`config.mk`:
```
export PLATFORM = sky130hd
export DESIGN_NAME = servo_bus_packet_receiver_flat
export DESIGN_NICKNAME = d
export VERILOG_FILES = /design/src/rtl/core/sbpr_pkg.sv /design/src/rtl/core/sbpr_rx_if.sv /design/src/rtl/core/sbpr_pkt_if.sv /design/src/rtl/core/servo_bus_packet_receiver.sv /design/src/rtl/core/sbpr_regs.sv /design/src/rtl/core/sbpr_ctrl.sv /design/src/rtl/core/sbpr_dp.sv /design/src/flat_wrapper.sv
export SDC_FILE = /design/constraint.sdc
export NUM_CORES = 1
export LEC_CHECK = 0
export ABC_CLOCK_PERIOD_IN_PS = 2930
export BUFFER_PORTS_ARGS = -buffer_cell sky130_fd_sc_hd__buf_2
export CAP_MARGIN = 15
export CELL_PAD_IN_SITES_DETAIL_PLACEMENT = 1
export CELL_PAD_IN_SITES_GLOBAL_PLACEMENT = 1
export CORE_MARGIN = 2
export CORE_UTILIZATION = 48
export CTS_BUF_LIST = sky130_fd_sc_hd__clkbuf_8
export DETAILED_ROUTE_END_ITERATION = 7
export HOLD_SLACK_MARGIN = 0.06
export PLACE_DENSITY = 0.85
export SLEW_MARGIN = 0
export SYNTH_ARGS = -nofsm -noshare
export SYNTH_HDL_FRONTEND = slang
export SYNTH_SLANG_ARGS = --single-unit
```
`constraint.sdc`:
```
create_clock -name clk_i -period 2.93 [get_ports clk_i]
set_input_delay 0.879 -clock clk_i [delete_from_list [all_inputs] [get_ports clk_i]]
set_output_delay 0.879 -clock clk_i [all_outputs]
set_load 0.05 [all_outputs]
```
`src/rtl/core/sbpr_pkg.sv`:
```
`timescale 1ns / 1ps

package sbpr_pkg;

  // Body buffer and run limits
  localparam int BODY_DEPTH = 32;
  localparam int BODY_AW    = $clog2(BODY_DEPTH);
  localparam int MAX_RUN    = 31;

  // Field widths
  localparam int BYTE_W = 8;
  localparam int LEN_W  = 5;
  localparam int IDX_W  = 5;

  // Framing and checksum constants
  localparam logic [BYTE_W-1:0] HDR_BYTE = 8'hFF;
  localparam logic [BYTE_W-1:0] SUM_GOOD = 8'hFF;

  // Configuration port
  localparam int PADDR_W = 3;
  localparam int PDATA_W = 32;
  localparam logic REG_ID_A = 1'b0;
  localparam logic REG_ID_B = 1'b1;

  typedef enum logic [2:0] {
    ST_HDR1,
    ST_HDR2,
    ST_ID,
    ST_LEN,
    ST_BODY,
    ST_EMIT_RD,
    ST_EMIT_WR
  } rx_state_e;

  // Controller to datapath
  typedef struct packed {
    logic ld_id;
    logic ld_len;
    logic ld_body;
    logic start_run;
    logic rd_prime;
    logic emit_en;
  } dp_cmd_t;

  // Datapath to controller
  typedef struct packed {
    logic is_hdr;
    logic id_match;
    logic body_done;
    logic pkt_ok;
    logic slot_free;
    logic emit_last;
  } dp_status_t;

endpackage

```
`src/rtl/core/sbpr_rx_if.sv`:
```
`timescale 1ns / 1ps

interface sbpr_rx_if;
  logic                         valid;
  logic                         ready;
  logic [sbpr_pkg::BYTE_W-1:0]  rx_byte;

  modport source (output valid, output rx_byte, input ready);
  modport sink (input valid, input rx_byte, output ready);
endinterface

```
`src/rtl/core/sbpr_pkt_if.sv`:
```
`timescale 1ns / 1ps

interface sbpr_pkt_if;
  logic                        valid;
  logic                        ready;
  logic [sbpr_pkg::BYTE_W-1:0] packet_id;
  logic [sbpr_pkg::LEN_W-1:0]  packet_length;
  logic [sbpr_pkg::IDX_W-1:0]  byte_index;
  logic [sbpr_pkg::BYTE_W-1:0] body_byte;
  logic                        last;

  modport source (output valid, output packet_id, output packet_length,
                  output byte_index, output body_byte, output last, input ready);
  modport sink (input valid, input packet_id, input packet_length,
                input byte_index, input body_byte, input last, output ready);
endinterface

```
`src/rtl/core/servo_bus_packet_receiver.sv`:
```
`timescale 1ns / 1ps

// Channel   Dir   Handshake          Payload
// rx_i      in    valid / ready      rx_byte
// pkt_o     out   valid / ready      packet_id, packet_length, byte_index, body_byte, last
// apb       in    psel / penable     paddr, pwdata, prdata (ID registers at 0x0 and 0x4)
//
// A received byte is taken while the framing state machine hunts or collects.
// An accepted packet of N body bytes is read out of the body buffer after a step that primes
// the buffer read port; during priming and readout no byte is taken, and rx_i.ready is low.
// A stalled result waits in the output register; reading the next one waits for it.
// Reset is asynchronous and active low; the buffer needs no clearing.
module servo_bus_packet_receiver (
  input  logic                          clk_i,
  input  logic                          rst_ni,
  input  logic                          psel,
  input  logic                          penable,
  input  logic                          pwrite,
  input  logic [sbpr_pkg::PADDR_W-1:0]  paddr,
  input  logic [sbpr_pkg::PDATA_W-1:0]  pwdata,
  output logic [sbpr_pkg::PDATA_W-1:0]  prdata,
  output logic                          pready,
  sbpr_rx_if.sink                       rx_i,
  sbpr_pkt_if.source                    pkt_o
);

  logic [sbpr_pkg::BYTE_W-1:0] id_a;
  logic [sbpr_pkg::BYTE_W-1:0] id_b;
  sbpr_pkg::dp_cmd_t           dp_cmd;
  sbpr_pkg::dp_status_t        dp_status;

  assign pready = 1'b1;

  sbpr_regs u_regs (
    .clk_i   (clk_i),
    .rst_ni  (rst_ni),
    .psel    (psel),
    .penable (penable),
    .pwrite  (pwrite),
    .paddr   (paddr),
    .pwdata  (pwdata),
    .prdata  (prdata),
    .id_a_o  (id_a),
    .id_b_o  (id_b)
  );

  sbpr_ctrl u_ctrl (
    .clk_i      (clk_i),
    .rst_ni     (rst_ni),
    .rx_valid_i (rx_i.valid),
    .rx_ready_o (rx_i.ready),
    .status_i   (dp_status),
    .cmd_o      (dp_cmd)
  );

  sbpr_dp u_dp (
    .clk_i     (clk_i),
    .rst_ni    (rst_ni),
    .rx_byte_i (rx_i.rx_byte),
    .id_a_i    (id_a),
    .id_b_i    (id_b),
    .cmd_i     (dp_cmd),
    .status_o  (dp_status),
    .pkt_o     (pkt_o)
  );

endmodule

```
`src/rtl/core/sbpr_regs.sv`:
```
`timescale 1ns / 1ps

module sbpr_regs (
  input  logic                           clk_i,
  input  logic                           rst_ni,
  input  logic                           psel,
  input  logic                           penable,
  input  logic                           pwrite,
  input  logic [sbpr_pkg::PADDR_W-1:0]   paddr,
  input  logic [sbpr_pkg::PDATA_W-1:0]   pwdata,
  output logic [sbpr_pkg::PDATA_W-1:0]   prdata,
  output logic [sbpr_pkg::BYTE_W-1:0]    id_a_o,
  output logic [sbpr_pkg::BYTE_W-1:0]    id_b_o
);

  logic [sbpr_pkg::BYTE_W-1:0] id_a_q;
  logic [sbpr_pkg::BYTE_W-1:0] id_b_q;
  logic                        wr_en;
  logic                        reg_sel;

  assign wr_en   = psel && penable && pwrite;
  assign reg_sel = paddr[2];

  // Write the addressed ID register
  always_ff @(posedge clk_i or negedge rst_ni) begin
    if (!rst_ni) begin
      id_a_q <= 8'd1;
      id_b_q <= 8'd2;
    end else if (wr_en) begin
      if (reg_sel == sbpr_pkg::REG_ID_A) begin
        id_a_q <= pwdata[sbpr_pkg::BYTE_W-1:0];
      end else begin
        id_b_q <= pwdata[sbpr_pkg::BYTE_W-1:0];
      end
    end
  end

  // Return the addressed register
  always_comb begin
    prdata = '0;
    if (reg_sel == sbpr_pkg::REG_ID_A) begin
      prdata[sbpr_pkg::BYTE_W-1:0] = id_a_q;
    end else begin
      prdata[sbpr_pkg::BYTE_W-1:0] = id_b_q;
    end
  end

  assign id_a_o = id_a_q;
  assign id_b_o = id_b_q;

endmodule

```
`src/rtl/core/sbpr_ctrl.sv`:
```
`timescale 1ns / 1ps

module sbpr_ctrl (
  input  logic                 clk_i,
  input  logic                 rst_ni,
  input  logic                 rx_valid_i,
  output logic                 rx_ready_o,
  input  sbpr_pkg::dp_status_t status_i,
  output sbpr_pkg::dp_cmd_t    cmd_o
);

  sbpr_pkg::rx_state_e state_q, state_d;
  logic                rx_fire;
  logic                emit_load;

  assign rx_fire   = rx_valid_i && rx_ready_o;
  assign emit_load = (state_q == sbpr_pkg::ST_EMIT_WR) && status_i.slot_free;

  always_ff @(posedge clk_i or negedge rst_ni) begin
    if (!rst_ni) begin
      state_q <= sbpr_pkg::ST_HDR1;
    end else begin
      state_q <= state_d;
    end
  end

  // Next state
  always_comb begin
    state_d = state_q;
    case (state_q)
      sbpr_pkg::ST_HDR1: begin
        if (rx_fire) begin
          state_d = status_i.is_hdr ? sbpr_pkg::ST_HDR2 : sbpr_pkg::ST_HDR1;
        end
      end
      sbpr_pkg::ST_HDR2: begin
        if (rx_fire) begin
          state_d = status_i.is_hdr ? sbpr_pkg::ST_ID : sbpr_pkg::ST_HDR1;
        end
      end
      sbpr_pkg::ST_ID: begin
        if (rx_fire) begin
          state_d = status_i.id_match ? sbpr_pkg::ST_LEN : sbpr_pkg::ST_HDR1;
        end
      end
      sbpr_pkg::ST_LEN: begin
        if (rx_fire) begin
          state_d = sbpr_pkg::ST_BODY;
        end
      end
      sbpr_pkg::ST_BODY: begin
        if (rx_fire && status_i.body_done) begin
          state_d = status_i.pkt_ok ? sbpr_pkg::ST_EMIT_RD : sbpr_pkg::ST_HDR1;
        end
      end
      sbpr_pkg::ST_EMIT_RD: begin
        state_d = sbpr_pkg::ST_EMIT_WR;
      end
      sbpr_pkg::ST_EMIT_WR: begin
        if (emit_load && status_i.emit_last) begin
          state_d = sbpr_pkg::ST_HDR1;
        end
      end
      default: begin
        state_d = sbpr_pkg::ST_HDR1;
      end
    endcase
  end

  // Outputs
  always_comb begin
    cmd_o      = '0;
    rx_ready_o = 1'b0;
    case (state_q)
      sbpr_pkg::ST_HDR1, sbpr_pkg::ST_HDR2: begin
        rx_ready_o = 1'b1;
      end
      sbpr_pkg::ST_ID: begin
        rx_ready_o   = 1'b1;
        cmd_o.ld_id  = rx_valid_i;
      end
      sbpr_pkg::ST_LEN: begin
        rx_ready_o   = 1'b1;
        cmd_o.ld_len = rx_valid_i;
      end
      sbpr_pkg::ST_BODY: begin
        rx_ready_o      = 1'b1;
        cmd_o.ld_body   = rx_valid_i;
        cmd_o.start_run = rx_valid_i && status_i.body_done && status_i.pkt_ok;
      end
      sbpr_pkg::ST_EMIT_RD: begin
        cmd_o.rd_prime = 1'b1;
      end
      sbpr_pkg::ST_EMIT_WR: begin
        cmd_o.emit_en = 1'b1;
      end
      default: begin
        rx_ready_o = 1'b1;
      end
    endcase
  end

  // A run is always primed before the streaming state
  a_prime_first: assert property (@(posedge clk_i) disable iff (!rst_ni)
    (state_q == sbpr_pkg::ST_EMIT_WR) && ($past(state_q) != sbpr_pkg::ST_EMIT_WR)
    |-> $past(state_q) == sbpr_pkg::ST_EMIT_RD)
    else $error("streaming entered without priming the buffer read");

  // An accepted packet always leads into a run
  a_run_follows: assert property (@(posedge clk_i) disable iff (!rst_ni)
    rx_fire && cmd_o.start_run |=> state_q == sbpr_pkg::ST_EMIT_RD)
    else $error("accepted packet did not start a run");

  // No byte is taken while a run is being read out
  a_no_rx_in_run: assert property (@(posedge clk_i) disable iff (!rst_ni)
    (cmd_o.rd_prime || cmd_o.emit_en) |-> !rx_ready_o)
    else $error("input taken during a run");

endmodule

```
`src/rtl/core/sbpr_dp.sv`:
```
`timescale 1ns / 1ps

module sbpr_dp (
  input  logic                         clk_i,
  input  logic                         rst_ni,
  input  logic [sbpr_pkg::BYTE_W-1:0]  rx_byte_i,
  input  logic [sbpr_pkg::BYTE_W-1:0]  id_a_i,
  input  logic [sbpr_pkg::BYTE_W-1:0]  id_b_i,
  input  sbpr_pkg::dp_cmd_t            cmd_i,
  output sbpr_pkg::dp_status_t         status_o,
  sbpr_pkt_if.source                   pkt_o
);

  localparam int AW = sbpr_pkg::BODY_AW;
  localparam int BW = sbpr_pkg::BYTE_W;
  localparam int IW = sbpr_pkg::IDX_W;

  logic [BW-1:0] held_id_q;
  logic [BW-1:0] held_len_q;
  logic [BW-1:0] body_count_q;
  logic [BW-1:0] sum_q;
  logic [BW-1:0] body_mem [sbpr_pkg::BODY_DEPTH];
  logic [BW-1:0] rd_data_q;
  logic [IW-1:0] emit_idx_q;

  logic          out_valid_q;
  logic [BW-1:0] out_id_q;
  logic [IW-1:0] out_len_q;
  logic [IW-1:0] out_idx_q;
  logic [BW-1:0] out_byte_q;
  logic          out_last_q;

  logic [BW-1:0] count_nxt;
  logic [BW-1:0] sum_nxt;
  logic          emit_load;
  logic          emit_last;
  logic          rd_en;
  logic [IW-1:0] rd_idx;

  assign count_nxt = body_count_q + 8'd1;
  assign sum_nxt   = sum_q + rx_byte_i;
  assign emit_last = (emit_idx_q == (held_len_q[IW-1:0] - 5'd1));
  assign emit_load = cmd_i.emit_en && (!out_valid_q || pkt_o.ready);
  assign rd_en     = cmd_i.rd_prime || emit_load;
  assign rd_idx    = cmd_i.rd_prime ? emit_idx_q : (emit_idx_q + 5'd1);

  // Status for the controller
  always_comb begin
    status_o.is_hdr    = (rx_byte_i == sbpr_pkg::HDR_BYTE);
    status_o.id_match  = (rx_byte_i == id_a_i) || (rx_byte_i == id_b_i);
    status_o.body_done = (count_nxt == held_len_q);
    status_o.pkt_ok    = (sum_nxt == sbpr_pkg::SUM_GOOD)
                         && (count_nxt < 8'(sbpr_pkg::BODY_DEPTH))
                         && (held_len_q <= 8'(sbpr_pkg::MAX_RUN))
                         && (held_len_q != 8'd0);
    status_o.slot_free = !out_valid_q || pkt_o.ready;
    status_o.emit_last = emit_last;
  end

  // Hold packet header and running sum
  always_ff @(posedge clk_i or negedge rst_ni) begin
    if (!rst_ni) begin
      held_id_q    <= '0;
      held_len_q   <= '0;
      body_count_q <= '0;
      sum_q        <= '0;
    end else begin
      if (cmd_i.ld_id) begin
        held_id_q <= rx_byte_i;
        sum_q     <= rx_byte_i;
      end
      if (cmd_i.ld_len) begin
        held_len_q   <= rx_byte_i;
        body_count_q <= '0;
        sum_q        <= sum_nxt;
      end
      if (cmd_i.ld_body) begin
        body_count_q <= count_nxt;
        sum_q        <= sum_nxt;
      end
    end
  end

  // Store body bytes that fit in the buffer
  always_ff @(posedge clk_i) begin
    if (cmd_i.ld_body && (body_count_q < 8'(sbpr_pkg::BODY_DEPTH))) begin
      body_mem[body_count_q[AW-1:0]] <= rx_byte_i;
    end
  end

  // Read the next body byte ahead of the output register
  always_ff @(posedge clk_i) begin
    if (rd_en) begin
      rd_data_q <= body_mem[AW'(rd_idx)];
    end
  end

  // Advance through the run
  always_ff @(posedge clk_i or negedge rst_ni) begin
    if (!rst_ni) begin
      emit_idx_q <= '0;
    end else if (cmd_i.start_run) begin
      emit_idx_q <= '0;
    end else if (emit_load) begin
      emit_idx_q <= emit_idx_q + 5'd1;
    end
  end

  // Output register: hold until the transfer completes
  always_ff @(posedge clk_i or negedge rst_ni) begin
    if (!rst_ni) begin
      out_valid_q <= 1'b0;
    end else if (emit_load) begin
      out_valid_q <= 1'b1;
    end else if (pkt_o.ready) begin
      out_valid_q <= 1'b0;
    end
  end

  always_ff @(posedge clk_i) begin
    if (emit_load) begin
      out_id_q   <= held_id_q;
      out_len_q  <= held_len_q[IW-1:0];
      out_idx_q  <= emit_idx_q;
      out_byte_q <= rd_data_q;
      out_last_q <= emit_last;
    end
  end

  assign pkt_o.valid         = out_valid_q;
  assign pkt_o.packet_id     = out_id_q;
  assign pkt_o.packet_length = out_len_q;
  assign pkt_o.byte_index    = out_idx_q;
  assign pkt_o.body_byte     = out_byte_q;
  assign pkt_o.last          = out_last_q;

  // Runs only cover lengths that fit one run
  a_len_bound: assert property (@(posedge clk_i) disable iff (!rst_ni)
    cmd_i.emit_en |-> (held_len_q != 8'd0) && (held_len_q <= 8'(sbpr_pkg::MAX_RUN)))
    else $error("run started for an out-of-range length");

  // The run index never passes the packet length
  a_idx_bound: assert property (@(posedge clk_i) disable iff (!rst_ni)
    cmd_i.emit_en |-> ({3'b000, emit_idx_q} < held_len_q))
    else $error("run index beyond packet length");

  // Priming always reads the first body byte
  a_prime_zero: assert property (@(posedge clk_i) disable iff (!rst_ni)
    cmd_i.rd_prime |-> (emit_idx_q == 5'd0))
    else $error("run primed at a non-zero index");

endmodule
```
`src/flat_wrapper.sv`:
```
// flat-port wrapper written by rule: the top's interface ports become plain ports
module servo_bus_packet_receiver_flat 
  (clk_i, rst_ni, psel, penable, pwrite, paddr, pwdata, prdata, pready, rx_i_valid, rx_i_rx_byte, rx_i_ready, pkt_o_valid, pkt_o_packet_id, pkt_o_packet_length, pkt_o_byte_index, pkt_o_body_byte, pkt_o_last, pkt_o_ready);
  sbpr_rx_if rx_i_i ();
  sbpr_pkt_if pkt_o_i ();
  input  logic clk_i;
  input  logic rst_ni;
  input  logic psel;
  input  logic penable;
  input  logic pwrite;
  input  logic [sbpr_pkg::PADDR_W-1:0] paddr;
  input  logic [sbpr_pkg::PDATA_W-1:0] pwdata;
  output logic [sbpr_pkg::PDATA_W-1:0] prdata;
  output logic pready;
  input wire logic [$bits(rx_i_i.valid)-1:0] rx_i_valid;
  input wire logic [$bits(rx_i_i.rx_byte)-1:0] rx_i_rx_byte;
  output wire logic [$bits(rx_i_i.ready)-1:0] rx_i_ready;
  output wire logic [$bits(pkt_o_i.valid)-1:0] pkt_o_valid;
  output wire logic [$bits(pkt_o_i.packet_id)-1:0] pkt_o_packet_id;
  output wire logic [$bits(pkt_o_i.packet_length)-1:0] pkt_o_packet_length;
  output wire logic [$bits(pkt_o_i.byte_index)-1:0] pkt_o_byte_index;
  output wire logic [$bits(pkt_o_i.body_byte)-1:0] pkt_o_body_byte;
  output wire logic [$bits(pkt_o_i.last)-1:0] pkt_o_last;
  input wire logic [$bits(pkt_o_i.ready)-1:0] pkt_o_ready;
  assign rx_i_i.valid = rx_i_valid;
  assign rx_i_i.rx_byte = rx_i_rx_byte;
  assign rx_i_ready = rx_i_i.ready;
  assign pkt_o_valid = pkt_o_i.valid;
  assign pkt_o_packet_id = pkt_o_i.packet_id;
  assign pkt_o_packet_length = pkt_o_i.packet_length;
  assign pkt_o_byte_index = pkt_o_i.byte_index;
  assign pkt_o_body_byte = pkt_o_i.body_byte;
  assign pkt_o_last = pkt_o_i.last;
  assign pkt_o_i.ready = pkt_o_ready;
  servo_bus_packet_receiver u_core (.clk_i(clk_i), .rst_ni(rst_ni), .psel(psel), .penable(penable), .pwrite(pwrite), .paddr(paddr), .pwdata(pwdata), .prdata(prdata), .pready(pready), .rx_i(rx_i_i), .pkt_o(pkt_o_i));
endmodule
```
# [Yosys cells after proc, flatten, opt, wreduce, memory -nomap -nowiden]
# Memory sizes are Yosys's and may differ from the RTL's. A register that Yosys moved wholly into a read port is not among the register bits.
# Cells that the tools add are included.
[word_totals] ff_bits=84 wordCells=98 mem_count=1 output_inout_bits=62 ramBits=256 in_bits=50
[mem_list] memory="u_core.u_dp.body_mem" words=32 width=8 rd=1 rd_ports_with_merged_regs=1 wr=1 line_no="sbpr_dp.sv:22" source="logic [BW-1:0] body_mem [sbpr_pkg::BODY_DEPTH];"
[classes] add_sub_neg=4 n_mux=30 bitwise=1 magnitude_cmp=3 n_reduce_logical=27 n_eq_ne=18
[op_table] op="8-bit two-way mux" count=6
[op_table] op="8-bit equality test" count=3
[op_table] op="3-bit two-way mux" count=7
[op_table] op="3-bit one-hot mux with 7 select lines" count=1
[op_table] op="8-bit equality test (second input constant)" count=2
[op_table] op="8-bit by 6-bit < comparator with 1-bit output (second input constant)" count=2
[op_table] op="5-bit two-way mux" count=3
[op_table] op="1-bit logical AND" count=13
[op_table] op="1-bit two-way mux" count=10
[op_table] op="2-bit != test (second input constant)" count=5
[op_table] op="3-bit equality test (second input constant)" count=3
[op_table] op="8-bit by 1-bit adder with 8-bit output (second input constant)" count=1
[op_table] op="8-bit adder" count=1
[op_table] op="8-bit by 5-bit <= comparator with 1-bit output (second input constant)" count=1
[op_table] op="8-bit nonzero test" count=1
[op_table] op="3-bit by 2-bit equality test with 1-bit output (second input constant)" count=2
[op_table] op="2-bit two-way mux" count=3
[op_table] op="6-bit AND reduction" count=1
[op_table] op="2-bit nonzero test" count=3
[op_table] op="5-bit by 1-bit adder with 5-bit output (second input constant)" count=1
[op_table] op="5-bit equality test" count=1
[op_table] op="5-bit by 1-bit subtractor with 5-bit output (second input constant)" count=1
[op_table] op="2-bit AND reduction" count=2
[op_table] op="3-bit by 1-bit equality test with 1-bit output (second input constant)" count=1
[op_table] op="7 further kinds" count=9

# [Depth between registers and ports, before layout]
[depth] word_depth=10 mapped_depth=10 mapped_depth_nobuf=8

# [Hierarchy]
# A second synthesis with hierarchy kept.
[hier_totals] hier_cells=1263 hier_area_um2=17048.9
[modules_own_cells] mod="sbpr_dp" seq_area_each_um2=9689.3 cells_per_inst=1158 n_inst=1 area_each_um2=15837.7
[modules_own_cells] mod="sbpr_regs" seq_area_each_um2=402.9 cells_per_inst=68 n_inst=1 area_each_um2=913.4
[modules_own_cells] mod="sbpr_ctrl" seq_area_each_um2=75.1 cells_per_inst=35 n_inst=1 area_each_um2=286.5
[modules_own_cells] mod="servo_bus_packet_receiver" seq_area_each_um2=0.0 cells_per_inst=2 n_inst=1 area_each_um2=11.3

# [Least setup slack after synthesis]
# OpenSTA, ideal clock, no wires.
[synth_timing] path_type="input port to flip-flop" startpoint="in pkt_o_ready" endpoint="reg u_core.u_dp.rd_data_q[0], read port of u_core.u_dp.body_mem, enable pin" setup_slack_ps=-133 t_required_ps=2600 setup_ps=330 arrival_time_ps=2733 n_path_buf=0 stages=4 path_cell_list="nor2b_1 > nor2_1 > inv_1 > nand2_1"
[synth_between] elab_chain_len=3
[synth_rtl] item="start, declared" line_no="flat_wrapper.sv:24" source="input wire logic [$bits(pkt_o_i.ready)-1:0] pkt_o_ready;"
[synth_rtl] item="1-bit logical OR" line_no="sbpr_dp.sv:43" source="assign emit_load = cmd_i.emit_en && (!out_valid_q || pkt_o.ready);"
[synth_rtl] item="1-bit logical AND" line_no="sbpr_dp.sv:43"
[synth_rtl] item="1-bit logical OR" line_no="sbpr_dp.sv:44" source="assign rd_en = cmd_i.rd_prime || emit_load;"
[synth_rtl] item="via u_core.u_dp.rd_en" line_no="sbpr_dp.sv:37" source="logic rd_en;"
[synth_rtl] item="end, declared" line_no="sbpr_dp.sv:23" source="logic [BW-1:0] rd_data_q;"
# The timed path passes the listed nets, and every way through them passes these cells.
# A chain may end at the register's enable or synchronous reset.

# [Worst setup path after layout]
[layout_timing] startpoint="reg u_core.u_ctrl.state_q[0]" endpoint="out rx_i_ready"
[layout_between] elab_chain_len=3 elab_cells_between_ends=4 classes_between="eq/ne (2); mux (1); reduce/logical (1)"
[layout_rtl] item="start, declared" line_no="sbpr_ctrl.sv:12" source="sbpr_pkg::rx_state_e state_q, state_d;"
[layout_rtl] item="start signal, assigned" line_no="sbpr_ctrl.sv:21" source="state_q <= sbpr_pkg::ST_HDR1;"
[layout_rtl] item="start signal, assigned" line_no="sbpr_ctrl.sv:23" source="state_q <= state_d;"
[layout_rtl] item="3-bit equality test" line_no="sbpr_ctrl.sv:74" source="case (state_q)"
[layout_rtl] item="2-bit OR reduction (no source line) *"
[layout_rtl] item="1-bit two-way mux *" line_no="sbpr_ctrl.sv:74"
[layout_rtl] item="end, declared" line_no="flat_wrapper.sv:17" source="output wire logic [$bits(rx_i_i.ready)-1:0] rx_i_ready;"
# Every way passes the cells marked *; elsewhere a longest branch is shown, timed or not.

==> impl_results.md <==
- Clock network fraction of total power: 0.263
- Sw Ratio: 0.328
- Crit path DAT: 1970 ps
- Routed vias/inst: 5.75
- Sequential share of the synthesized area: 0.667
- Ant. Diodes: 0
- Hold buffer count at cts: 0
- R2R setup slack: 180 ps
- Max-slew violations: 0
- Async SR Flop Fraction: 0.164
- Status: completed
- Pre-antenna DRT Iters: 5
- Fraction of layout cells with a size suffix above 1: 0.282
- VDD IR max: 0.000520 V
- Final setup vio count: 0
- Starting Density: 0.485
- Post-detail-place hpwl: 25,900 um
- Hold WC Path Type: in -> async
- Area Overhead vs Synth: 15.2%
- Post-DRT Antenna Nets: 0
- CP max stage cell: dfrtp_1
- Cell internal pwr: 9.78 mW
- Leading area contributor after synthesis: edfxtp_1
- Global-route usage over all layers: 0.237
- Wire per inst: 24.6 um
- Critical-path cell list: buf_4 > and2b_1 > o21ai_0 > buf_4
- EDFF count, synth: 291
- FMAX: 351 MHz
- Largest net degree at the start of global routing: 41
- Net Sw Power: 4.78 mW
- Mapped cell area: 15,200 um^2
- Tightest Pin Transition: 1090 ps
- WL final: 38,400 um
- # port buffers: 60
- Die width: 182 um
- Clock Path Buffers: 3
- Die area: 33,200 um^2
- CP required: 2050 ps
- GP Congestion: 0.845
- Final Hold Viols: 0
- Crit share post-route: 0.972
- Synth Instances: 942
- Vias post-DR: 8,953
- P_leak: 6.39 nW
- Initial antenna violation count: 0
- Critical path launch point type: register
- Worst-skew pair later-pin latency: 600 ps
- TritonCTS clock tree: built
- Most frequent CP cell: buf_4
- Clock root buffer: clkbuf_8
- Setup crit end kind: output pin
- GRT overflow: 0
- Primary FF master, synth: edfxtp_1
- Syn avg cell area: 16.2 um^2
- First-pass GRT wire length: 59,300 um
- FP Rows: 65
- Crit-path max cell delay: 410 ps
- WS Path Type: reg -> out
- RSZ-0062 raised after global routing: no
- Final nets: 1,180
- Power Density: 830 nW/um^2
- Initial drt markers: 698
- Ports: 112
- Worst-path clk slew: 60 ps
- DRC: 0
- Sink Count: 348
- Number of global-route vias before repair: 9,874
- Synth unique cells: 72
- Comb power frac: 0.328
- CTS H-tree depth: 2
- Max-cap violation count: 0
- CP Max Fanout: 10
- Die Height: 182 um
- Top cell type's share of synthesized area: 0.573
- Total power: 14.6 mW
- Final core utilization: 0.559
- Yosys warning count: 0
- Hold WS: 295 ps
- Number of buffers created by CTS: 54
- Worst Clk Skew: 47.5 ps
- Rel. slew slack: 0.274
- Sequential share of power: 0.409
- Ranking of synthesized cells by area: edfxtp_1 57%, dfrtp_1 9.0%, mux4_2 5.8%
- Setup TNS: 0 ps
- Tmin final: 2850 ps
- Yosys reg bits: 348
- Filler Cell Count: 3,004
- Core area: 31,400 um^2
[per-layer routing]
layer	part of all wire	track usage	routed length, um	vias up
li1	-	-	-	3962
met1	0.40	0.296	15200	4636
met2	0.52	0.425	20100	262
met3	0.044	0.0321	1700	93
met4	0.034	0.0855	1320	0
met5	0	0	0	-
[final timing paths]
| path | start | cells past startpoint | end |
|---|---|---|---|
| setup / recovery | u_core.u_ctrl.state_q[0] | 4 | rx_i_ready |
| max in group asynchronous | rst_ni | 2 | u_core.u_regs.id_a_o[0] |
| hold reg to reg | u_core.u_dp.rd_data_q[3] | 0 | u_core.u_dp.pkt_o.body_byte[3] |
| min in group clk_i | u_core.u_dp.rd_data_q[3] | 0 | u_core.u_dp.pkt_o.body_byte[3] |
| hold / removal | rst_ni | 1 | u_core.u_regs.id_a_o[7] |
| setup reg to reg | u_core.u_dp.emit_idx_q[0] | 7 | u_core.u_dp.rd_data_q[4] |
[Yosys cell counts (6+ instances only)]
cell type    n
a22oi_1      8
xor2_1      28
nor2_1      54
nand3_1     14
mux2_2      46
nand2_1     39
mux4_2      39
nor4_1       7
clkbuf_1    18
o2111a_1     8
ha_1        14
inv_1       15
nand4_1      8
xnor2_1      9
a211o_1     24
o21ai_0     20
dfrtp_1     55
edfxtp_1   291
buf_2        7
nor2b_1     34
nor3_1      10
a21oi_1      6
mux2i_1     76
buf_4       29
[power by group through the flow]
stage / Combinational [mW] / Sequential (mW) / Clock, mW
after global routing: 5.10 / 5.98 / 4.11
final: 4.77 / 5.95 / 3.83
after CTS: 4.81 / 5.95 / 3.91
after detailed placement: 4.78 / 6.05 / 0
after global placement: 4.57 / 6.02 / 0
after floorplan: 3.26 / 6.07 / 0
[cell usage in the layout, fill, tap and decap left out, drive strengths merged, types with 3 or more instances in the layout]
master	instances
edfxtp	291
buf	157
mux2i	76
clkbuf	57
dfrtp	55
nor2	54
mux2	46
mux4	40
nand2	39
nor2b	34
inv	32
xor2	30
conb	25
a211o	24
o21ai	20
clkinv	20
nand3	14
ha	14
nor3	10
xnor2	9
nand4	8
a22oi	8
o2111a	8
nor4	8
a21oi	6
and3	5
o31ai	5
a211oi	4
or3	3
o41ai	3
o21a	3
nor3b	3
nand3b	3
a31oi	3
[stage by stage]
| stage | setup WS [ps] | instances | cell area, um^2 |
|---|---|---|---|
| after floorplan | 5.23 | 965 | 15400 |
| after global placement | -316 | 1461 | 16500 |
| after detailed placement | -383 | 1461 | 16500 |
| after CTS | 33.6 | 1557 | 17500 |
| after global routing | 13.3 | 1557 | 17600 |
| final | 83.1 | 1557 | 17600 |
[state kept, by name, summed over array words and instances, names as in the netlist]
signal and flops:
u_core.u_regs.id_b_o 8, u_core.u_dp.sum_q 8, u_core.u_dp.body_count_q 8, u_core.u_ctrl.state_q 3, u_core.u_dp.held_len_q 8, u_core.u_regs.id_a_o 8
u_core.u_dp.pkt_o.last 1, u_core.u_dp.held_id_q 8, u_core.u_dp.emit_idx_q 5, u_core.u_dp.pkt_o.valid 1, u_core.u_dp.body_mem 256, u_core.u_dp.pkt_o.packet_length 5
u_core.u_dp.rd_data_q 8, u_core.u_dp.pkt_o.body_byte 8, u_core.u_dp.pkt_o.packet_id 8, u_core.u_dp.pkt_o.byte_index 5
[critical path, delay by kind of cell, from the launching register on]
family / cells / cell delay, ps
and+or+nand+nor: 1 / 200
DFF: 1 / 410
buffers and inverters: 2 / 450
AOI/OAI and AO/OA: 1 / 310
[what timing repair did]
item	4_1_cts	5_1_grt
pin swaps	0	0
buffers inserted	0	0
setup endpoints to repair	1	8
resized for setup	1	1
[area by class of cell]
| type | count | area, um^2 | share of cell area |
|---|---|---|---|
| Timing Repair Buffer | 157 | 1090 | 0.0623 |
| Inverter | 15 | 56.3 | 0.00321 |
| Tap cell | 402 | 503 | 0.0287 |
| Clock inverter | 39 | 216 | 0.0123 |
| Clock buffer | 57 | 785 | 0.0447 |
| Multi-Input combinational cell | 539 | 4730 | 0.270 |
| Sequential cell | 348 | 10200 | 0.579 |
[cell families after synthesis]
kind of cell | Yosys count | synth area share
xor gates and xnor gates | 40 | 0.0256
AOI/OAI and AO/OA | 103 | 0.0524
buffers and inverters | 78 | 0.0324
other | 2 | 0.000493
and+or+nand+nor | 194 | 0.0658
DFF | 348 | 0.667
muxes | 162 | 0.143
adders and majority gates | 15 | 0.0128
(Power assumes the default switching activity.)
